--- src/rtl/csc_pkg.sv ---
package csc_pkg;

    // datapath width and value format
    localparam int DATA_WIDTH  = 32;
    localparam int FRAC_BITS   = 25;
    localparam int ATAN_LEN    = 32;
    localparam int COUNT_WIDTH = 6;

    typedef logic signed [DATA_WIDTH-1:0] word_t;
    typedef logic [COUNT_WIDTH-1:0]       count_t;

    // angle landmarks, full scale 2^(W-1) is two pi; two pi wraps to the sign bit
    localparam word_t TWO_PI      = 32'sh8000_0000;
    localparam word_t PI          = 32'sh4000_0000;
    localparam word_t NEG_PI      = 32'shC000_0000;
    localparam word_t HALF_PI     = 32'sh2000_0000;
    localparam word_t NEG_HALF_PI = 32'shE000_0000;

    // inverse CORDIC gain, floor(2^FRAC_BITS / K)
    localparam word_t GAIN_INV = 32'sh0136_E9DB;

    // atan(2^-i) in angle units, pi = 2^(W-2)
    localparam word_t ATAN_TAB [ATAN_LEN] = '{
        32'sh1000_0000, 32'sh0972_028F, 32'sh04FD_9C2E, 32'sh0288_88EA,
        32'sh0145_86A2, 32'sh00A2_EBF1, 32'sh0051_7B0F, 32'sh0028_BE2B,
        32'sh0014_5F2A, 32'sh000A_2F97, 32'sh0005_17CC, 32'sh0002_8BE6,
        32'sh0001_45F3, 32'sh0000_A2FA, 32'sh0000_517D, 32'sh0000_28BE,
        32'sh0000_145F, 32'sh0000_0A30, 32'sh0000_0518, 32'sh0000_028C,
        32'sh0000_0146, 32'sh0000_00A3, 32'sh0000_0051, 32'sh0000_0029,
        32'sh0000_0014, 32'sh0000_000A, 32'sh0000_0005, 32'sh0000_0003,
        32'sh0000_0001, 32'sh0000_0001, 32'sh0000_0000, 32'sh0000_0000
    };

    // request carried from one stage to the next
    typedef struct packed {
        logic  invert;
        word_t x;
        word_t y;
        word_t z;
    } csc_data_t;

endpackage

--- src/rtl/csc_out.sv ---
module csc_out import csc_pkg::*;
(
    input  logic        clk,
    input  logic        rst_n,
    input  logic        up_valid,
    input  csc_data_t   up_data,
    output logic        up_ready,
    output logic        result_valid,
    output logic [31:0] sine,
    output logic [31:0] cosine,
    input  logic        result_stall
);

    logic  valid_reg;
    word_t sine_reg;
    word_t cosine_reg;
    word_t sine_next;
    word_t cosine_next;

    assign up_ready     = !valid_reg || !result_stall;
    assign result_valid = valid_reg;
    assign sine         = 32'(sine_reg);
    assign cosine       = 32'(cosine_reg);

    // undo the half-turn fold by negating both results
    always_comb
    begin
        if (up_data.invert)
        begin
            sine_next   = '0 - up_data.y;
            cosine_next = '0 - up_data.x;
        end
        else
        begin
            sine_next   = up_data.y;
            cosine_next = up_data.x;
        end
    end

    // hold the result until taken
    always_ff @(posedge clk or negedge rst_n)
    begin
        if (!rst_n)
        begin
            valid_reg <= 1'b0;
        end
        else if (up_ready)
        begin
            valid_reg <= up_valid;
        end
    end

    always_ff @(posedge clk)
    begin
        if (up_valid && up_ready)
        begin
            sine_reg   <= sine_next;
            cosine_reg <= cosine_next;
        end
    end

    // an empty output register always takes the request offered to it
    a_out_fill: assert property (@(posedge clk) disable iff (!rst_n)
        up_valid && !valid_reg |=> valid_reg)
        else $error("output register failed to take a request");

endmodule

--- config.mk ---
export PLATFORM = sky130hd
export DESIGN_NAME = csc_out
export DESIGN_NICKNAME = d
export VERILOG_FILES = /design/src/rtl/csc_pkg.sv /design/src/rtl/csc_out.sv
export SDC_FILE = /design/constraint.sdc
export NUM_CORES = 1
export LEC_CHECK = 0
export ABC_AREA = 0
export CORE_ASPECT_RATIO = 2
export CORE_MARGIN = 2
export CORE_UTILIZATION = 51
export DETAILED_ROUTE_END_ITERATION = 10
export DONT_BUFFER_PORTS = 1
export PLACE_DENSITY = 0.66
export SYNTH_ARGS = -nofsm -noshare
export SYNTH_HDL_FRONTEND = slang
export SYNTH_SLANG_ARGS = --single-unit
--- constraint.sdc ---
create_clock -name clk -period 6.4 [get_ports clk]
set_clock_uncertainty 0.1 [all_clocks]
set_input_delay 0.96 -clock clk [delete_from_list [all_inputs] [get_ports clk]]
set_output_delay 0.96 -clock clk [all_outputs]
set_load 0.03 [all_outputs]
==> metrics.md <==
| Metric | Value |
|---|---|
| Outcome | `finished, final reports clean` |
| CP Cell Sequence | `inv_1 -> ha_1 -> or4b_1 -> or4_1 -> o31ai_1 -> xnor2_1` |
| Synth Net Count | `358` |
| Total chip power | `1104 uW` |
| Final setup vio count | `0` |
| Die height | `118.7 um` |
| Post-synth EDFFs | `64` |
| Synth Area in Simple Gates | `12.50%` |
| Pre-antenna DRT Iters | `4` |
| Sequential fraction of design power | `53.0%` |
| Max_slew headroom | `47.24%` |
| Synth Register Bits | `65` |
| Synth Area in Compound Gates | `11.46%` |
| Mapped Area | `3353 um2` |
| Yosys synthesis warning count | `0` |
| Iter 0 DRT Violations | `108` |
| Finished Cell Area | `3711 um2` |
| Max FO, Critical Path | `7` |
| Final setup TNS | `0 ns` |
| Post-synth ARST share | `1.538%` |
| WL final | `6672 um` |
| Commonest non-fill, non-tap cell in the layout | `edfxtp_1` |
| Largest net degree at the start of global routing | `65` |
| Max stage delay on crit path | `0.60 ns` |
| Worst path slowest cell | `or4_1` |
| Number of setup buffers added after CTS | `0` |
| Main synth FF type | `edfxtp_1` |
| Placer Congestion | `0.7926` |
| DP Wirelength | `4888 um` |
| Post-synthesis instance total | `255` |
| CTS H-Tree Depth | `3` |
| Nets | `361` |
| Avg Cell Area, Syn | `13.15 um2` |
| Core Region | `6310 um2` |
| Area grow syn2layout | `10.67%` |
| Number of max-cap violations | `0` |
| Max Slew Vio Count | `0` |
| Die width | `61.34 um` |
| N_diodes | `0` |
| PwrDens | `297.4 nW/um2` |
| Crit end category | `flop` |
| Largest family of logic cells by synthesized area | `XOR/XNOR gates` |
| DRC | `0` |
| Gr usage total | `19.84%` |
| Number of port buffers | `0` |
| P_sw | `270.9 uW` |
| Gr ovfl total | `0` |
| Routed Antenna Nets | `0` |
| Post-synthesis mux area share | `0%` |
| Cell Area, Placed | `3436 um2` |
| Combinational Power Share | `6.5%` |
| TritonCTS Buffers | `9` |
| Area share of xor/xnor cells in the synthesized design | `15.67%` |
| DR vias | `2,060` |
| RSZ-0062 raised after global routing | `false` |
| Post-synthesis adder-cell area fraction | `0.7463%` |
| Max frequency | `363.2 MHz` |
| Wire per inst | `19.12 um` |
| Sw frac | `24.54%` |
| Ports | `167` |
| PostCTS Resize Cnt | `0` |
| Number of global-route vias before repair | `2,154` |
| CTS Root Cell | `clkbuf_16` |
| Cell-internal power | `832.8 uW` |
| CTS tree | `built` |
| Share of layout cells above drive strength 1 | `12.55%` |
| CTS Hold Bufs | `0` |
| Clock sinks | `65` |
| Yosys cell types | `33` |
| Sequential area share after synthesis | `58.06%` |
| WP data required | `6.38 ns` |
| Worst-Margin Slew | `0.7915 ns` |
| Post-layout minimum cycle time | `2.753 ns` |
| Vias per cell | `5.903` |
| Clk_lat worst skew | `0.33 ns` |
| Final hold violation count | `0` |
| Commonest non-fill, non-tap cells in the layout | `edfxtp_1 (64), xnor2_1 (60), o21ai_0 (17)` |
| Die outline area | `7279 um2` |
| Row Count | `41` |
| Min-Delay Path Class | `primary input to asynchronous set/reset pin` |
| Part of the cycle the worst path needs | `43.02%` |
| Critical path arrival | `2.73 ns` |
| First-pass GRT wire length | `10,480 um` |
| Setup Crit Path Kind | `primary input to flop` |
| Initial Util | `53.14%` |
| Worst ir drop on vdd | `0.1537 mV` |
| Initial antenna violation count | `0` |
| Clock buffer depth | `2` |
| Clock-pin slew on the worst setup and hold paths | `0.05 ns` |
| Clk pwr share | `40.4%` |
| Final hold slack | `0.2249 ns` |
| Static Leak | `0.001124 uW` |
| Startpoint Class | `primary input` |
critical path: cells and delay by family:
| family | cells | cell delay, ns |
|---|---|---|
| AOI/OAI and AO/OA | 1 | 0.27 |
| xor gates and xnor gates | 1 | 0.09 |
| adders and majority gates | 1 | 0.17 |
| buffers and inverters | 1 | 0.05 |
| and+or+nand+nor | 2 | 1.19 |
path summary, 6_finish.rpt:
kind	depth (start not counted)	endpoint	startpoint	slack, ns
hold reg to reg	2	result_valid$_DFFE_PN0N_	result_valid$_DFFE_PN0N_	0.86
setup reg to reg	3	sine[3]$_DFFE_PP_	result_valid$_DFFE_PN0N_	4.25
hold / removal	0	result_valid$_DFFE_PN0N_	rst_n	0.22
setup / recovery	6	cosine[20]$_DFFE_PP_	up_data[65]	3.65
min in group clk	0	sine[0]$_DFFE_PP_	up_data[32]	0.63
max in group asynchronous	0	result_valid$_DFFE_PN0N_	rst_n	5.91
layer usage:
metal / GRT usage [%] / wire length, um
met1: 19.66 / 2194
met2: 33.98 / 3795
met3: 7.549 / 508
met4: 9.973 / 173
met5: 0 / 0
cells by family after synthesis:
logic type	Yosys count
DFF	65
and+or+nand+nor	64
xor gates and xnor gates	60
AOI/OAI and AO/OA	50
buffers and inverters	14
adders and majority gates	2
cells in the mapped netlist, drive strengths merged, types with 2 or more instances:
| master | number | area share [%] |
|---|---|---|
| edfxtp | 64 | 57 |
| xnor2 | 60 | 16 |
| o21ai | 20 | 3.0 |
| o31ai | 18 | 4.3 |
| nand2 | 16 | 1.8 |
| o41ai | 12 | 4.1 |
| or4 | 10 | 2.7 |
| or3 | 8 | 1.9 |
| clkbuf | 7 | 0.78 |
| inv | 5 | 0.56 |
| nand2b | 5 | 1.2 |
| nand3 | 5 | 0.75 |
| nor4 | 5 | 1.6 |
| nor2 | 4 | 0.45 |
| nand4 | 3 | 0.56 |
| nor3 | 3 | 0.45 |
| buf | 2 | 0.22 |
| ha | 2 | 0.75 |
| or2 | 2 | 0.45 |
stage by stage:
stage / utilization (%) / setup WS (ns) / std cells
final: 58.81 / 3.647 / 349
after global placement: 54.45 / 3.304 / 333
after global routing: 58.81 / 3.532 / 349
after floorplan: - / 3.090 / 255
after detailed placement: 54.45 / 3.311 / 333
after CTS: 58.81 / 3.656 / 349
layout make-up:
cell class,count,area [um2]
clock buffers,13,260.3
clock inverters,3,15.01
fillers,515,2599
inverters,5,18.77
multi-input cells,176,1355
flip-flops and latches,65,1947
well taps,86,107.6
repair buffers,1,7.507
power groups by stage:
| stage | clock [uW] | combinational, uW | sequential (uW) |
|---|---|---|---|
| floorplan | 0 | 67.3 | 590 |
| global placement | 0 | 71.1 | 594 |
| detailed placement | 0 | 73.5 | 594 |
| CTS | 456 | 73.6 | 586 |
| global route | 478 | 82.7 | 588 |
| finish | 446 | 72.2 | 586 |
(Power assumes the default switching activity.)
