--- src/rtl/csc_pkg.sv ---
package csc_pkg;

    // datapath width and value format
    localparam int DATA_WIDTH  = 32;
    localparam int FRAC_BITS   = 25;
    localparam int ATAN_LEN    = 32;
    localparam int COUNT_WIDTH = 6;

    typedef logic signed [DATA_WIDTH-1:0] word_t;
    typedef logic [COUNT_WIDTH-1:0]       count_t;

    // angle landmarks, full scale 2^(W-1) is two pi; two pi wraps to the sign bit
    localparam word_t TWO_PI      = 32'sh8000_0000;
    localparam word_t PI          = 32'sh4000_0000;
    localparam word_t NEG_PI      = 32'shC000_0000;
    localparam word_t HALF_PI     = 32'sh2000_0000;
    localparam word_t NEG_HALF_PI = 32'shE000_0000;

    // inverse CORDIC gain, floor(2^FRAC_BITS / K)
    localparam word_t GAIN_INV = 32'sh0136_E9DB;

    // atan(2^-i) in angle units, pi = 2^(W-2)
    localparam word_t ATAN_TAB [ATAN_LEN] = '{
        32'sh1000_0000, 32'sh0972_028F, 32'sh04FD_9C2E, 32'sh0288_88EA,
        32'sh0145_86A2, 32'sh00A2_EBF1, 32'sh0051_7B0F, 32'sh0028_BE2B,
        32'sh0014_5F2A, 32'sh000A_2F97, 32'sh0005_17CC, 32'sh0002_8BE6,
        32'sh0001_45F3, 32'sh0000_A2FA, 32'sh0000_517D, 32'sh0000_28BE,
        32'sh0000_145F, 32'sh0000_0A30, 32'sh0000_0518, 32'sh0000_028C,
        32'sh0000_0146, 32'sh0000_00A3, 32'sh0000_0051, 32'sh0000_0029,
        32'sh0000_0014, 32'sh0000_000A, 32'sh0000_0005, 32'sh0000_0003,
        32'sh0000_0001, 32'sh0000_0001, 32'sh0000_0000, 32'sh0000_0000
    };

    // request carried from one stage to the next
    typedef struct packed {
        logic  invert;
        word_t x;
        word_t y;
        word_t z;
    } csc_data_t;

endpackage

--- src/rtl/csc_cell.sv ---
module csc_cell import csc_pkg::*;
#(
    parameter int STAGE = 0
)
(
    input  logic      clk,
    input  logic      rst_n,
    input  count_t    iter_count,
    input  logic      up_valid,
    input  csc_data_t up_data,
    output logic      up_ready,
    output logic      down_valid,
    output csc_data_t down_data,
    input  logic      down_ready
);

    localparam count_t STAGE_IDX = count_t'(STAGE);
    localparam word_t  ATAN_STEP = ATAN_TAB[STAGE];

    logic      valid_reg;
    csc_data_t data_reg;
    csc_data_t data_next;
    word_t     x_in;
    word_t     y_in;
    word_t     z_in;
    word_t     x_sh;
    word_t     y_sh;
    logic      active;

    assign up_ready   = !valid_reg || down_ready;
    assign down_valid = valid_reg;
    assign down_data  = data_reg;

    // rotate once unless past the count; direction from residual's sign
    always_comb
    begin
        x_in   = up_data.x;
        y_in   = up_data.y;
        z_in   = up_data.z;
        x_sh   = x_in >>> STAGE;
        y_sh   = y_in >>> STAGE;
        active = STAGE_IDX < iter_count;

        data_next = up_data;
        if (active)
        begin
            if (z_in[DATA_WIDTH-1])
            begin
                data_next.x = x_in + y_sh;
                data_next.y = y_in - x_sh;
                data_next.z = z_in + ATAN_STEP;
            end
            else
            begin
                data_next.x = x_in - y_sh;
                data_next.y = y_in + x_sh;
                data_next.z = z_in - ATAN_STEP;
            end
        end
    end

    // advance the cell
    always_ff @(posedge clk or negedge rst_n)
    begin
        if (!rst_n)
        begin
            valid_reg <= 1'b0;
        end
        else if (up_ready)
        begin
            valid_reg <= up_valid;
        end
    end

    always_ff @(posedge clk)
    begin
        if (up_valid && up_ready)
        begin
            data_reg <= data_next;
        end
    end

    // a request blocked downstream stays put in this cell
    a_cell_hold: assert property (@(posedge clk) disable iff (!rst_n)
        valid_reg && !down_ready |=> valid_reg && $stable(data_reg))
        else $error("cell lost a blocked request");

endmodule

--- config.mk ---
export PLATFORM = sky130hd
export DESIGN_NAME = csc_cell
export DESIGN_NICKNAME = d
export VERILOG_FILES = /design/src/rtl/csc_pkg.sv /design/src/rtl/csc_cell.sv
export SDC_FILE = /design/constraint.sdc
export NUM_CORES = 1
export LEC_CHECK = 0
export BUFFER_PORTS_ARGS = -buffer_cell sky130_fd_sc_hd__buf_4
export CORE_ASPECT_RATIO = 0.8
export CORE_MARGIN = 3
export CORE_UTILIZATION = 57
export CTS_BUF_LIST = sky130_fd_sc_hd__clkbuf_2 sky130_fd_sc_hd__clkbuf_4 sky130_fd_sc_hd__clkbuf_8
export CTS_CLUSTER_DIAMETER = 100
export DETAILED_ROUTE_END_ITERATION = 8
export GPL_TIMING_DRIVEN = 0
export PLACE_DENSITY_LB_ADDON = 0.05
export SLEW_MARGIN = 0
export SYNTH_ARGS = -nofsm -noshare
export SYNTH_HDL_FRONTEND = slang
export SYNTH_SLANG_ARGS = --single-unit
--- constraint.sdc ---
create_clock -name clk -period 4.3 [get_ports clk]
set_input_delay 0.43 -clock clk [delete_from_list [all_inputs] [get_ports clk]]
set_output_delay 0.43 -clock clk [all_outputs]
set_load 0.02 [all_outputs]
==> results.md <==
- I/O Buffers: roughly 200
- Number of nets still failing antenna checks after routing: 0
- Fraction of registers with async set/reset: under 10%
- Vias in the first global route: 9,219
- NumNets Final: between 1.5k and 2k
- Ant. Diodes: 0
- Number of flops mapped to enable cells by yosys: between 90 and 100
- Met2 usage: roughly 52%
- Slew headroom: about a quarter
- Die area: around 0.018 sq mm
- Distinct cells, synth: 67
- Grt met3 use: a little under a tenth
- CP Launch Point: up_data[32]
- Pre-antenna DRT Iters: 6
- Post-synthesis sequential area ratio: ~32%
- Initial antenna violation count: 0
- Critical path fanouts, max: 6
- Largest net degree at the start of global routing: 54
- DRC viols: 0
- Final setup fails: 0
- Main synth FF type: edfxtp_1
- Final wirelength: ~33,000 microns
- Gr ovfl total: 0
- Top cell type by total area after synthesis: edfxtp_1
- Most numerous cell in the Yosys netlist: a21oi_1
- Final cycle utilization of the critical path: a little over nine tenths
- Starting Density: between 50% and 60%
- FF-to-FF Start: down_valid
- Synth top area cells: edfxtp_1 32%, ha_1 13%, a21oi_1 8.9%
- CTS Buf Count: 9
- Critical Path Start Type: input pin
- Syn-to-layout area delta: 22.4%
- Core ar.: ~0.015 sq mm
- Power Dens Cells: just under 300 mW/mm^2
- Slowest-stage cell, CP: a311oi_1
- Fmax: 243 MHz
- Hold Crit Class: input pin to flop
- Critical path class: input pin to flop
- CP endpoint kind: flop
- Final core utilization: ~73%
- Worst EP required: 4.47 ns
- Worst EP arrival: about 4.3 ns
- Mapped Area: between 0.009 and 0.01 sq mm
- All-Layer GR Usage: 36.1%
- Die H: 119 microns
- Via density: between 6 and 7
- H-tree depth: 3
- GR met1 Demand/Resource: between 50% and 60%
- Rows: 40
- Dpl hpwl: 25,000 microns
- Fill cell count: ~1.1k
- Busiest layer in global routing: met1
- CTS resizes: 0
- Via count: slightly below 10k
- P_leak: around 5.0 nW
- Synth Instances: between 1k and 1.5k
- Skew-Pair Late Insertion Delay: 0.42 ns
- First-pass GRT wire length: ~50,000 microns
- Critical Path Max Stage Delay: around 0.73 ns
- Final Hold Violating Endpoints: 0
- Gpl congestion: 1.02
- Root Buffer: clkbuf_8
- Clock Path Buffers: 2
- Actual slew at the worst max-slew pin: 1.09 ns
- Syn_nets: roughly 1.3k
- Max-Cap Viols: 0
- #FFs+latches synth: 98
- DR WL/cell: around 21 microns
- Final Skew: between 0.009 and 0.01 ns
- Die Wd: 148 microns
- CTS tree: done
- Synth top cells by count: 162 x a21oi_1, 110 x nor2_1, 97 x edfxtp_1
- Final Max Slew Viols: 0
- Hold Startpoint: up_data[1]
- Syn_area_per_cell: between 8 and 9 sq um
- Layout cell share with drive strength beyond 1: between 10% and 20%
- Peak VDD IR: around 0.21 mV
- Ordered cell list for the critical path: buf_4 -> ha_1 -> fa_1 -> nor2b_1 -> o221ai_1 -> a211oi_1 -> o31a_1 -> o41ai_2 -> o21ai_1 -> a311oi_1 -> a21oi_1 -> o22ai_1 -> nor3b_1
- Ys Warns: 0
- Unrepaired setup endpoints after global routing: false
- CTS Sinks: ~100
- Final Hold Slack: 0.178 ns
- Area share of the largest cell type after synthesis: a little under a third
- Initial DRC Count: 1,395
- I/O pins: about 200
- Clock Pin Slew Worst Setup and Hold Paths: ~0.11 ns
- Status: finished, final reports clean
- Tmin final: ~4.1 ns
-- sequential cells by signal, indices dropped and copies added, names as in the netlist --
name / cells
down_valid: 1
down_data: 97
-- power by group --
| group | internal, mW | total, mW | switching [mW] |
|---|---|---|---|
| clock | 0.279 | 0.673 | 0.394 |
| combinational | 0.538 | 1.38 | 0.840 |
| sequential | 1.19 | 1.22 | 0.0287 |
| total | 2.00 | 3.27 | 1.26 |
-- through the flow --
step	cell area, sq um	TNS, ns	total power [mW]	worst slack, ns	std cells
3_5_place_dp	11000	-0.0899	2.56	-0.0523	1521
6_report	11200	0	3.27	0.180	1538
3_3_place_gp	11000	-0.0538	2.54	-0.0276	1520
4_1_cts	11200	0	3.22	0.378	1538
2_1_floorplan	9150	0	2.08	0.843	1105
5_1_grt	11200	0	3.39	0.105	1538
-- repair_timing --
| action | in CTS | in global routing |
|---|---|---|
| hold buffers | 1 | 0 |
| setup buffers | 0 | 0 |
| hold endpoints to repair | 1 | 0 |
-- cell type report --
type	instances	area (sq um)	area share, %
timing repair buffer	207	1580	14.1
clock inverter	7	81.3	0.726
multi-input combinational	854	5630	50.3
sequential	98	2940	26.2
buffer	56	223	1.99
tap	210	263	2.35
inverter	97	364	3.25
clock buffer	9	124	1.11
-- routing by layer --
layer / part of all wire, % / wire [microns]
met1: 41 / 13300
met2: 42 / 13500
met3: 14 / 4670
met4: 3.1 / 1010
met5: 0 / 0
-- placed cells by master (no fill, tap or decap), drive strengths merged, types with 3 or more instances in the layout --
master   count
clkbuf      47
nand2       74
nor4         8
or2          8
a21oi      162
nand3       10
ha          96
o31ai       11
a211oi      11
fa           4
xor2         5
a311oi       4
and2         5
nand4        6
o21ai       86
and3         5
o211ai       8
nor3b        3
nor2       110
o21a         6
a21o        24
buf        224
clkinv       4
a211o        4
nor3        24
a31oi       10
nor2b       17
or3          9
nand2b      12
mux2i       17
o31a         3
a311o        3
a2111oi      4
inv         99
edfxtp      97
xnor2       54
o22ai        5
o21bai      19
-- cells by family after synthesis --
logic type | share of synthesized area [%]
AO/OA/AOI/OAI | 24.9
AND/OR/NAND/NOR | 15.1
buffers and inverters | 6.41
adder cells (fa/ha/maj) | 14.0
flip-flops | 32.1
XOR/XNOR | 5.65
multiplexers | 1.86
-- critical path: cells and delay by family --
| kind | cells | cell delay (ns) |
|---|---|---|
| buffers and inverters | 1 | 0.13 |
| adder cells (fa/ha/maj) | 2 | 0.68 |
| AND/OR/NAND/NOR | 2 | 0.27 |
| AO/OA/AOI/OAI | 8 | 2.77 |
-- worst paths after layout --
check / slack (ns) / depth (start not counted) / end
max: 0.18 / 13 / down_data[92]
min in group asynchronous: 0.31 / 2 / down_valid
min reg2reg: 0.58 / 2 / down_valid
min: 0.18 / 1 / down_data[1]
max in group asynchronous: 3.91 / 2 / down_valid
max reg2reg: 2.53 / 3 / down_data[91]
(Power assumes the default switching activity.)
