===== src/rtl/csc_pkg.sv =====
package csc_pkg;

    // datapath width and value format
    localparam int DATA_WIDTH  = 32;
    localparam int FRAC_BITS   = 25;
    localparam int ATAN_LEN    = 32;
    localparam int COUNT_WIDTH = 6;

    typedef logic signed [DATA_WIDTH-1:0] word_t;
    typedef logic [COUNT_WIDTH-1:0]       count_t;

    // angle landmarks, full scale 2^(W-1) is two pi; two pi wraps to the sign bit
    localparam word_t TWO_PI      = 32'sh8000_0000;
    localparam word_t PI          = 32'sh4000_0000;
    localparam word_t NEG_PI      = 32'shC000_0000;
    localparam word_t HALF_PI     = 32'sh2000_0000;
    localparam word_t NEG_HALF_PI = 32'shE000_0000;

    // inverse CORDIC gain, floor(2^FRAC_BITS / K)
    localparam word_t GAIN_INV = 32'sh0136_E9DB;

    // atan(2^-i) in angle units, pi = 2^(W-2)
    localparam word_t ATAN_TAB [ATAN_LEN] = '{
        32'sh1000_0000, 32'sh0972_028F, 32'sh04FD_9C2E, 32'sh0288_88EA,
        32'sh0145_86A2, 32'sh00A2_EBF1, 32'sh0051_7B0F, 32'sh0028_BE2B,
        32'sh0014_5F2A, 32'sh000A_2F97, 32'sh0005_17CC, 32'sh0002_8BE6,
        32'sh0001_45F3, 32'sh0000_A2FA, 32'sh0000_517D, 32'sh0000_28BE,
        32'sh0000_145F, 32'sh0000_0A30, 32'sh0000_0518, 32'sh0000_028C,
        32'sh0000_0146, 32'sh0000_00A3, 32'sh0000_0051, 32'sh0000_0029,
        32'sh0000_0014, 32'sh0000_000A, 32'sh0000_0005, 32'sh0000_0003,
        32'sh0000_0001, 32'sh0000_0001, 32'sh0000_0000, 32'sh0000_0000
    };

    // request carried from one stage to the next
    typedef struct packed {
        logic  invert;
        word_t x;
        word_t y;
        word_t z;
    } csc_data_t;

endpackage


===== src/rtl/csc_fold.sv =====
module csc_fold import csc_pkg::*;
(
    input  logic      clk,
    input  logic      rst_n,
    input  logic      up_valid,
    input  word_t     up_angle,
    output logic      up_ready,
    output logic      down_valid,
    output csc_data_t down_data,
    input  logic      down_ready
);

    logic      valid_reg;
    csc_data_t data_reg;
    csc_data_t data_next;
    word_t     a_wrap;
    word_t     a_half;
    logic      invert;

    // take a request when empty or when the next stage drains this one
    assign up_ready   = !valid_reg || down_ready;
    assign down_valid = valid_reg;
    assign down_data  = data_reg;

    // fold into [-pi, pi], then into [-pi/2, pi/2]
    always_comb
    begin
        a_wrap = up_angle;
        if (up_angle >= PI)
        begin
            a_wrap = up_angle - TWO_PI;
        end
        else if (up_angle <= NEG_PI)
        begin
            a_wrap = up_angle + TWO_PI;
        end

        a_half = a_wrap;
        invert = 1'b0;
        if (a_wrap > HALF_PI)
        begin
            a_half = a_wrap - PI;
            invert = 1'b1;
        end
        else if (a_wrap < NEG_HALF_PI)
        begin
            a_half = a_wrap + PI;
            invert = 1'b1;
        end

        data_next.invert = invert;
        data_next.x      = GAIN_INV;
        data_next.y      = '0;
        data_next.z      = a_half;
    end

    // advance the stage
    always_ff @(posedge clk or negedge rst_n)
    begin
        if (!rst_n)
        begin
            valid_reg <= 1'b0;
        end
        else if (up_ready)
        begin
            valid_reg <= up_valid;
        end
    end

    always_ff @(posedge clk)
    begin
        if (up_valid && up_ready)
        begin
            data_reg <= data_next;
        end
    end

    // folded angle always lands within a quarter turn of zero
    a_fold_range: assert property (@(posedge clk) disable iff (!rst_n)
        valid_reg |-> (data_reg.z <= HALF_PI && data_reg.z >= NEG_HALF_PI))
        else $error("folded angle out of range");

endmodule


===== config.mk =====
export PLATFORM = sky130hd
export DESIGN_NAME = csc_fold
export DESIGN_NICKNAME = d
export VERILOG_FILES = /design/src/rtl/csc_pkg.sv /design/src/rtl/csc_fold.sv
export SDC_FILE = /design/constraint.sdc
export NUM_CORES = 1
export LEC_CHECK = 0
export CAP_MARGIN = 20
export CORE_AREA = 2 2 80 59
export CTS_CLUSTER_DIAMETER = 40
export DETAILED_ROUTE_END_ITERATION = 7
export DIE_AREA = 0 0 82 61
export DONT_BUFFER_PORTS = 1
export GPL_TIMING_DRIVEN = 0
export HOLD_SLACK_MARGIN = 0.06
export PLACE_DENSITY_LB_ADDON = 0.12
export SKIP_CTS_REPAIR_TIMING = 1
export SYNTH_ARGS = -nofsm -noshare
export SYNTH_HDL_FRONTEND = slang
export SYNTH_SLANG_ARGS = --single-unit

===== constraint.sdc =====
create_clock -name clk -period 3.6 [get_ports clk]
set_input_delay 0 -clock clk [delete_from_list [all_inputs] [get_ports clk]]
set_output_delay 0 -clock clk [all_outputs]
set_load 0.005 [all_outputs]

==> results of run 1 <==
-- worst paths after layout --
path / from / to / slack, ns / depth (start not counted)
worst max-delay path: up_angle[21] / down_data[31]$_DFFE_PP_ / 1.32 / 9
worst min-delay path: up_angle[29] / down_data[96]$_SDFFCE_PN1P_ / 0.05 / 2
worst max register to register: down_valid$_DFFE_PN0N_ / down_data[30]$_DFFE_PP_ / 1.79 / 3
worst min register to register: down_valid$_DFFE_PN0N_ / down_valid$_DFFE_PN0N_ / 1.18 / 3
max in group asynchronous: rst_n / down_valid$_DFFE_PN0N_ / 3.04 / 2
min in group asynchronous: rst_n / down_valid$_DFFE_PN0N_ / 0.46 / 2
-- cell usage after synthesis --
| cell | instances |
|---|---|
| nand4_1 | 2 |
| a21o_1 | 1 |
| and2_2 | 1 |
| a21boi_0 | 1 |
| and4_1 | 1 |
| a21oi_1 | 1 |
| or2b_2 | 1 |
| nand3_1 | 1 |
| inv_1 | 4 |
| nor4_1 | 3 |
| clkbuf_1 | 1 |
| o311ai_0 | 2 |
| a211oi_1 | 2 |
| or3_1 | 1 |
| nand2_1 | 5 |
| edfxtp_1 | 33 |
| o211ai_1 | 1 |
| o311ai_2 | 1 |
| nor2_1 | 1 |
| o21ai_0 | 1 |
| xnor2_1 | 1 |
| or3_4 | 1 |
| and2_1 | 1 |
| nand2b_1 | 2 |
| conb_1 | 2 |
| dfrtp_1 | 1 |
| nor3_1 | 4 |
| ha_1 | 3 |
| nor4_2 | 3 |
| buf_4 | 64 |
-- placed cells by master (no fill, tap or decap), types with 2 or more instances in the layout --
cell type | synthesis | layout
a211oi_1 | 2 | 2
dlygate4sd3_1 | 0 | 34
clkbuf_8 | 0 | 5
o311ai_0 | 2 | 2
nor4_2 | 3 | 3
nor4_1 | 3 | 3
buf_4 | 64 | 64
ha_1 | 3 | 3
clkinv_2 | 0 | 2
nand2b_1 | 2 | 2
nand4_1 | 2 | 2
nor3_1 | 4 | 4
clkbuf_1 | 1 | 2
inv_1 | 4 | 4
conb_1 | 2 | 64
nand2_1 | 5 | 5
edfxtp_1 | 33 | 33
-- sequential cells by signal, summed over array words and instances (netlist names) --
register / count
down_data: 33
down_valid: 1
-- layout make-up --
class / instances / area [um2]
Sequential cell: 34 / 1020
Clock inverter: 2 / 10.0
Buffer: 65 / 484
Timing Repair Buffer: 35 / 368
Clock buffer: 6 / 72.6
Inverter: 4 / 15.0
Tap cell: 55 / 68.8
Multi-Input combinational cell: 105 / 546
Fill cell: 347 / 1620
-- cells by family (layout without fill, tap and decap cells) --
kind of cell    after synthesis  after routing  share of synthesized area, %
xor+xnor                      1              1                         0.479
flops                        34             34                          55.6
other cells                   2             64                         0.411
fa+ha+maj                     3              3                          2.05
simple gates                 27             27                          9.72
buf+inv                      69            112                          27.3
compound gates               10             10                          4.45
-- metal layers --
| layer | up-vias | global-route usage, % | routed length [um] |
|---|---|---|---|
| li1 | 590 | - | - |
| met1 | 555 | 13.0 | 1400 |
| met2 | 87 | 23.9 | 2020 |
| met3 | 5 | 5.95 | 455 |
| met4 | 0 | 8.57 | 38 |
| met5 | - | 0 | 0 |
-- metrics by stage --
step	hold slack, ns	cells	area (um2)	utilization (%)	power, W
global route	0.0623	306	2580	61.4	0.000915
detailed placement	-0.296	264	2160	51.3	0.000587
global placement	-0.296	263	2130	50.7	0.000580
CTS	-0.599	272	2240	53.3	0.000846
floorplan	-0.296	208	2060	-	0.000571
finish	0.0457	306	2580	61.4	0.000871
-- power by group through the flow --
stage | clock network [W] | logic [W] | registers (W)
finish | 0.000258 | 0.000139 | 0.000474
global route | 0.000285 | 0.000153 | 0.000476
CTS | 0.000267 | 0.000103 | 0.000475
detailed placement | 0 | 0.000103 | 0.000484
global placement | 0 | 0.0000967 | 0.000483
floorplan | 0 | 0.0000918 | 0.000479
==> results.sh, run 1 <==
export IMPL_switching_share_pct=22.0
export IMPL_start_util_pct=43.5
export IMPL_p_int_w=0.000679
export IMPL_slew_violations=0
export IMPL_startpoint_type="input pin"
export IMPL_fin_skew_ns=0.00355
export IMPL_dr_total_vias=1237
export IMPL_fp_dieArea_um2=5000
export IMPL_hp_class="input pin to flop"
export IMPL_p_leak_nw=1.16
export IMPL_power_frac_seq_pct=54.4
export IMPL_fp_coreArea_um2=4200
export IMPL_ant_nets=0
export IMPL_grt_usage_pct=13.5
export IMPL_rsz0062_at_grt="no"
export IMPL_io_buffers=0
export IMPL_power_density_nw_per_um2=338
export IMPL_cp_num_buf_inv=0
export IMPL_antenna_found_initial=0
export IMPL_crit_family="simple AND/OR/NAND/NOR gates"
export IMPL_boundaryPins=135
export IMPL_yosysSeqAreaShare_pct=55.6
export IMPL_hold_violations=0
export IMPL_yosys_warnings=0
export IMPL_synth_area_leader_cell="edfxtp_1"
export IMPL_clockRootBuffer="clkbuf_8"
export IMPL_dr_first_iter_drc_count=41
export IMPL_routed_wirelength_mm=3.91
export IMPL_antenna_cells=0
export IMPL_clk_transition_reported_paths_ns=0.06
export IMPL_slew_limit_headroom_pct=41.4
export IMPL_ys_ff_latch=34
export IMPL_die_w_um=82
export IMPL_grt_overflow=0
export IMPL_path_cells="nor4_2 > nand4_1 > or3_4 > nand2_1 > ha_1 > a21boi_0 > xnor2_1 > o311ai_0 > o311ai_2"
export IMPL_h_tree_depth=2
export IMPL_syn_to_final_growth_pct=41.1
export IMPL_worst_pin_slew_ns=0.879
export IMPL_syn_avg_cell_area_um2=12.5
export IMPL_synth_top_area_share_pct=54.2
export IMPL_p_comb_share_pct=15.9
export IMPL_required_ns=3.61
export IMPL_syn_area_um2=1830
export IMPL_grt_pass1_vias=1020
export IMPL_tritoncts="done"
export IMPL_routedWlPerCell_um=12.8
export IMPL_hpwl_mm=2.93
export IMPL_dieHeight_um=61
export IMPL_crit_fanout=8
export IMPL_cts_buffer_depth=2
export IMPL_fp_row_count=20
export IMPL_pwr_share_clk_pct=29.6
export IMPL_peakVddDrop_mv=0.195
export IMPL_synth_cells=146
export IMPL_drive_above_1_share_pct=31.5
export IMPL_synthTopCellsByArea="edfxtp_1 54%, buf_4 26%, ha_1 2.1%, nor4_2 2.1%, dfrtp_1 1.4%"
export IMPL_gp_congestion=0.650
export IMPL_drt_first_pass_iters=4
export IMPL_status="complete, no violations"
export IMPL_cts_buffers=5
export IMPL_critical_path_max_stage_delay_ns=0.47
export IMPL_clock_sinks=34
export IMPL_clk_latency_ns=0.28
export IMPL_vias_per_cell=4.04
export IMPL_fin_ws_ns=1.32
export IMPL_slowest_stage="or3_4"
export IMPL_power_switching_w=0.000192
export IMPL_drc_errors=0
export IMPL_nets=289
export IMPL_min_period_over_period_pct=63.4
export IMPL_period_needed_ns=2.28
export IMPL_clock_fmax_ghz=0.438
export IMPL_grt_pass1_wl_mm=4.76
export IMPL_fin_setup_tns_ns=0
export IMPL_endpoint_kind="flop"
export IMPL_cap_violations=0
export IMPL_cp_arrival_ns=2.29
export IMPL_grt_max_degree=18
export IMPL_yosysUniqueCellTypes=30
export IMPL_preCtsSetupSlack_ns=1.03
export IMPL_finalSetupViolations=0
export IMPL_crit_type="input pin to flop"
No activity file was read; power rests on OpenSTA's default activity.
==> run 2: changes to the inputs <==
==> constraint.sdc (replaced) <==
create_clock -name clk -period 2.1 [get_ports clk]
set_input_delay 0 -clock clk [delete_from_list [all_inputs] [get_ports clk]]
set_output_delay 0 -clock clk [all_outputs]
set_load 0.005 [all_outputs]
==> results.sh, run 2 (synthesis gave the netlist of run 1 again) <==
export IMPL_status="complete, no violations"
export IMPL_hold_violations=0
export IMPL_endpoint_kind="flop"
export IMPL_pwr_share_clk_pct=30.1
export IMPL_p_comb_share_pct=16.1
export IMPL_fin_setup_tns_ns=0
export IMPL_ant_nets=0
export IMPL_p_leak_nw=1.17
export IMPL_cts_buffers=5
export IMPL_min_path_cells=3
export IMPL_clockRootBuffer="clkbuf_8"
export IMPL_fin_skew_ns=0.00559
export IMPL_tritoncts="done"
export IMPL_start_util_pct=43.5
export IMPL_cts_buffer_depth=2
export IMPL_drt_first_pass_iters=4
export IMPL_final_common_cell="buf_4"
export IMPL_clock_fmax_ghz=0.496
export IMPL_fp_coreArea_um2=4200
export IMPL_nets=290
export IMPL_grt_max_degree=19
export IMPL_h_tree_depth=2
export IMPL_highest_layer="met4"
export IMPL_stdcell_count=307
export IMPL_cp_arrival_ns=2.04
export IMPL_ff2ff_path_depth=3
export IMPL_power_frac_seq_pct=53.8
export IMPL_met3_length_um=443
export IMPL_min_period_over_period_pct=95.9
export IMPL_crit_fanout=4
export IMPL_dr_first_iter_drc_count=36
export IMPL_startpoint_type="input pin"
export IMPL_gp_congestion=0.746
export IMPL_n_fill_cell=351
export IMPL_dieHeight_um=61
export IMPL_hp_class="input pin to flop"
export IMPL_period_needed_ns=2.01
export IMPL_wl_met1_mm=1.51
export IMPL_antenna_found_initial=0
export IMPL_slew_violations=0
export IMPL_grt_pass1_wl_mm=4.57
export IMPL_syn_to_final_growth_pct=43.8
export IMPL_grt_overflow=0
export IMPL_worst_pin_slew_ns=0.794
export IMPL_die_w_um=82
export IMPL_fp_dieArea_um2=5000
export IMPL_clk_latency_ns=0.28
export IMPL_rsz0062_at_grt="no"
export IMPL_vias_per_cell=4.01
export IMPL_slew_limit_headroom_pct=47.1
export IMPL_io_buffers=0
export IMPL_p_int_w=0.00117
export IMPL_fp_row_count=20
export IMPL_grt_pass1_vias=978
export IMPL_place_inst=264
export IMPL_clock_sinks=34
export IMPL_final_cell_mix="65 x buf_4, 64 x conb_1, 34 x dlygate4sd3_1, 33 x edfxtp_1"
export IMPL_routedWlPerCell_um=12.8
export IMPL_power_total_w=0.00151
export IMPL_required_ns=2.12
export IMPL_dr_total_vias=1231
export IMPL_drive_above_1_share_pct=33.3
export IMPL_met2_length_mm=1.93
export IMPL_routed_wirelength_mm=3.92
export IMPL_crit_type="input pin to flop"
export IMPL_switching_share_pct=22.4
export IMPL_antenna_cells=0
export IMPL_power_density_nw_per_um2=574
export IMPL_grt_usage_pct=12.7
export IMPL_largest_reg_flops=33
export IMPL_hpwl_mm=2.92
export IMPL_finalSetupViolations=0
export IMPL_power_switching_w=0.000338
export IMPL_clk_transition_reported_paths_ns=0.06
export IMPL_peakVddDrop_mv=0.335
export IMPL_cap_violations=0
export IMPL_drc_errors=0
export IMPL_boundaryPins=135
run 2: per-layer routing:
layer	track usage [%]	up-vias
li1	-	595
met1	12.8	541
met2	22.6	90
met3	6.25	5
met4	5.24	0
met5	0	-
run 2: path summary, 6_finish.rpt:
| path | startpoint | end | slack, ns |
|---|---|---|---|
| worst max-delay path | up_angle[21] | down_data[96]$_SDFFCE_PN1P_ | 0.09 |
| worst min-delay path | up_angle[29] | down_data[30]$_DFFE_PP_ | 0.13 |
| worst max register to register | down_valid$_DFFE_PN0N_ | down_data[96]$_SDFFCE_PN1P_ | 0.36 |
| worst min register to register | down_valid$_DFFE_PN0N_ | down_valid$_DFFE_PN0N_ | 1.15 |
| max in group asynchronous | rst_n | down_valid$_DFFE_PN0N_ | 1.51 |
| min in group asynchronous | rst_n | down_valid$_DFFE_PN0N_ | 0.48 |
run 2: power groups by stage:
stage | combinational (W) | clock, W | sequential, W
3_3_place_gp | 0.000167 | 0 | 0.000828
5_1_grt | 0.000268 | 0.000498 | 0.000815
6_report | 0.000243 | 0.000455 | 0.000812
3_5_place_dp | 0.000176 | 0 | 0.000828
2_1_floorplan | 0.000158 | 0 | 0.000821
4_1_cts | 0.000177 | 0.000469 | 0.000813
run 2: worst max-delay path, stage by stage:
cell	delay, ns
nor4_2	0.29
nand4_1	0.25
or3_4	0.46
and2_2	0.20
ha_1	0.21
or3_1	0.33
a211oi_1	0.21
nor3_1	0.08
run 2: per-stage QoR:
step / hold WS (ns) / instance area [um2] / worst slack [ns] / utilization (%)
4_1_cts: -0.597 / 2240 / -0.100 / 53.4
2_1_floorplan: -0.296 / 2060 / 0.0267 / -
5_1_grt: 0.171 / 2630 / 0.00818 / 62.5
3_3_place_gp: -0.296 / 2130 / -0.384 / 50.7
6_report: 0.132 / 2630 / 0.0858 / 62.5
3_5_place_dp: -0.296 / 2160 / -0.398 / 51.3
run 2: cell type report:
cell class                 count  area, um2  share of cell area (%)
sequential                    34       1020                    38.6
clock inverter                 2       13.8                   0.524
inverter                       4       15.0                   0.571
clock buffer                   6       72.6                    2.76
tap                           55       68.8                    2.62
buffer                        65        484                    18.4
timing repair buffer          36        375                    14.3
multi-input combinational    105        583                    22.2
==> run 3: changes to the inputs <==
--- a/config.mk
+++ b/config.mk
@@ -14,6 +14,7 @@
 export GPL_TIMING_DRIVEN = 0
 export HOLD_SLACK_MARGIN = 0.06
 export PLACE_DENSITY_LB_ADDON = 0.12
+export REMOVE_ABC_BUFFERS = 1
 export SKIP_CTS_REPAIR_TIMING = 1
 export SYNTH_ARGS = -nofsm -noshare
 export SYNTH_HDL_FRONTEND = slang
==> results.sh, run 3 (synthesis gave the netlist of run 1 again) <==
export IMPL_status="complete, no violations"
export IMPL_period_needed_ns=1.98
export IMPL_final_common_cell="conb_1"
export IMPL_vias_per_cell=4.35
export IMPL_fin_ws_ns=0.117
export IMPL_fin_setup_tns_ns=0
export IMPL_grt_pass1_vias=758
export IMPL_slowest_stage="or3_4"
export IMPL_fp_coreArea_um2=4200
export IMPL_cap_violations=0
export IMPL_nets=227
export IMPL_routedWlPerCell_um=14.1
export IMPL_cts_buffer_depth=2
export IMPL_drt_first_pass_iters=4
export IMPL_fp_row_count=20
export IMPL_slew_limit_headroom_pct=48.3
export IMPL_crit_type="input pin to flop"
export IMPL_io_buffers=0
export IMPL_clock_fmax_ghz=0.504
export IMPL_critical_path_max_stage_delay_ns=0.45
export IMPL_routed_wirelength_mm=3.44
export IMPL_switching_share_pct=21.5
export IMPL_final_cell_mix="64 x conb_1, 35 x dlygate4sd3_1, 33 x edfxtp_1, 6 x clkbuf_8, 5 x nand2_1"
export IMPL_fp_dieArea_um2=5000
export IMPL_clock_sinks=34
export IMPL_startpoint_type="input pin"
export IMPL_clockRootBuffer="clkbuf_8"
export IMPL_grt_max_degree=20
export IMPL_p_int_w=0.00113
export IMPL_syn_to_final_growth_pct=18.3
export IMPL_hp_class="input pin to flop"
export IMPL_largest_reg_flops=33
export IMPL_gp_congestion=0.906
export IMPL_dieHeight_um=61
export IMPL_path_cells="nor4_2 > nand4_1 > or3_4 > and2_2 > ha_1 > or3_1 > a211oi_1 > nor3_1"
export IMPL_preCtsSetupSlack_ns=-0.487
export IMPL_power_frac_seq_pct=56.4
export IMPL_cts_buffers=5
export IMPL_die_w_um=82
export IMPL_start_util_pct=43.5
export IMPL_boundaryPins=135
export IMPL_ant_nets=0
export IMPL_power_density_nw_per_um2=666
export IMPL_stdcell_count=244
export IMPL_min_period_over_period_pct=94.4
export IMPL_fin_skew_ns=0.00564
export IMPL_power_switching_w=0.000310
export IMPL_p_leak_nw=0.851
export IMPL_finalSetupViolations=0
export IMPL_grt_overflow=0
export IMPL_grt_usage_pct=11.3
export IMPL_worst_pin_slew_ns=0.775
export IMPL_hold_violations=0
export IMPL_tritoncts="done"
export IMPL_endpoint_kind="flop"
export IMPL_antenna_found_initial=0
export IMPL_drive_above_1_share_pct=11.1
export IMPL_cp_arrival_ns=2.01
export IMPL_antenna_cells=0
export IMPL_h_tree_depth=2
export IMPL_pwr_share_clk_pct=33.0
export IMPL_p_comb_share_pct=10.6
export IMPL_drc_errors=0
export IMPL_dr_total_vias=1062
export IMPL_dr_first_iter_drc_count=41
export IMPL_clk_transition_reported_paths_ns=0.07
export IMPL_required_ns=2.13
export IMPL_slew_violations=0
export IMPL_place_inst=199
export IMPL_crit_fanout=4
export IMPL_hpwl_mm=2.43
export IMPL_peakVddDrop_mv=0.410
export IMPL_clk_latency_ns=0.28
export IMPL_grt_pass1_wl_mm=3.93
run 3: per-stage QoR:
step / hold WS, ns / cell area [um2] / util (%) / total power [W]
finish: 0.140 / 2160 / 51.4 / 0.00144
global route: 0.134 / 2160 / 51.4 / 0.00151
CTS: -0.601 / 1760 / 42.0 / 0.00140
detailed placement: -0.296 / 1670 / 39.8 / 0.000916
global placement: -0.296 / 1650 / 39.1 / 0.000906
floorplan: -0.296 / 1580 / - / 0.000890
run 3: layer usage:
| layer | global-route usage [%] | routed length [um] | vias up |
|---|---|---|---|
| li1 | - | - | 469 |
| met1 | 12.1 | 1250 | 498 |
| met2 | 19.2 | 1790 | 87 |
| met3 | 4.32 | 344 | 8 |
| met4 | 7.14 | 55 | 0 |
| met5 | 0 | 0 | - |
run 3: path summary, 6_finish.rpt:
kind	depth (start not counted)	start	end	slack (ns)
min in group asynchronous	2	rst_n	down_valid$_DFFE_PN0N_	0.46
max in group asynchronous	2	rst_n	down_valid$_DFFE_PN0N_	1.53
setup reg to reg	3	down_valid$_DFFE_PN0N_	down_data[31]$_DFFE_PP_	0.37
hold / removal	3	up_angle[31]	down_data[96]$_SDFFCE_PN1P_	0.14
setup / recovery	8	up_angle[14]	down_data[96]$_SDFFCE_PN1P_	0.12
hold reg to reg	3	down_valid$_DFFE_PN0N_	down_valid$_DFFE_PN0N_	1.16
run 3: worst max-delay path: cells and delay by family:
kind	cells	cell delay [ns]
AND/OR/NAND/NOR	6	1.58
AO/OA/AOI/OAI	1	0.23
adder cells (fa/ha/maj)	1	0.19
run 3: power groups by stage:
stage,sequential (W),combinational (W),clock (W)
6_report,0.000812,0.000153,0.000474
3_3_place_gp,0.000828,0.0000774,0
4_1_cts,0.000813,0.0000887,0.000495
5_1_grt,0.000816,0.000170,0.000523
2_1_floorplan,0.000821,0.0000688,0
3_5_place_dp,0.000828,0.0000883,0
run 3: layout make-up:
type | count | area, um2
Sequential cell | 34 | 1020
Clock inverter | 1 | 5.00
Inverter | 4 | 15.0
Timing Repair Buffer | 38 | 393
Fill cell | 383 | 2040
Multi-Input combinational cell | 105 | 578
Tap cell | 55 | 68.8
Clock buffer | 7 | 86.3
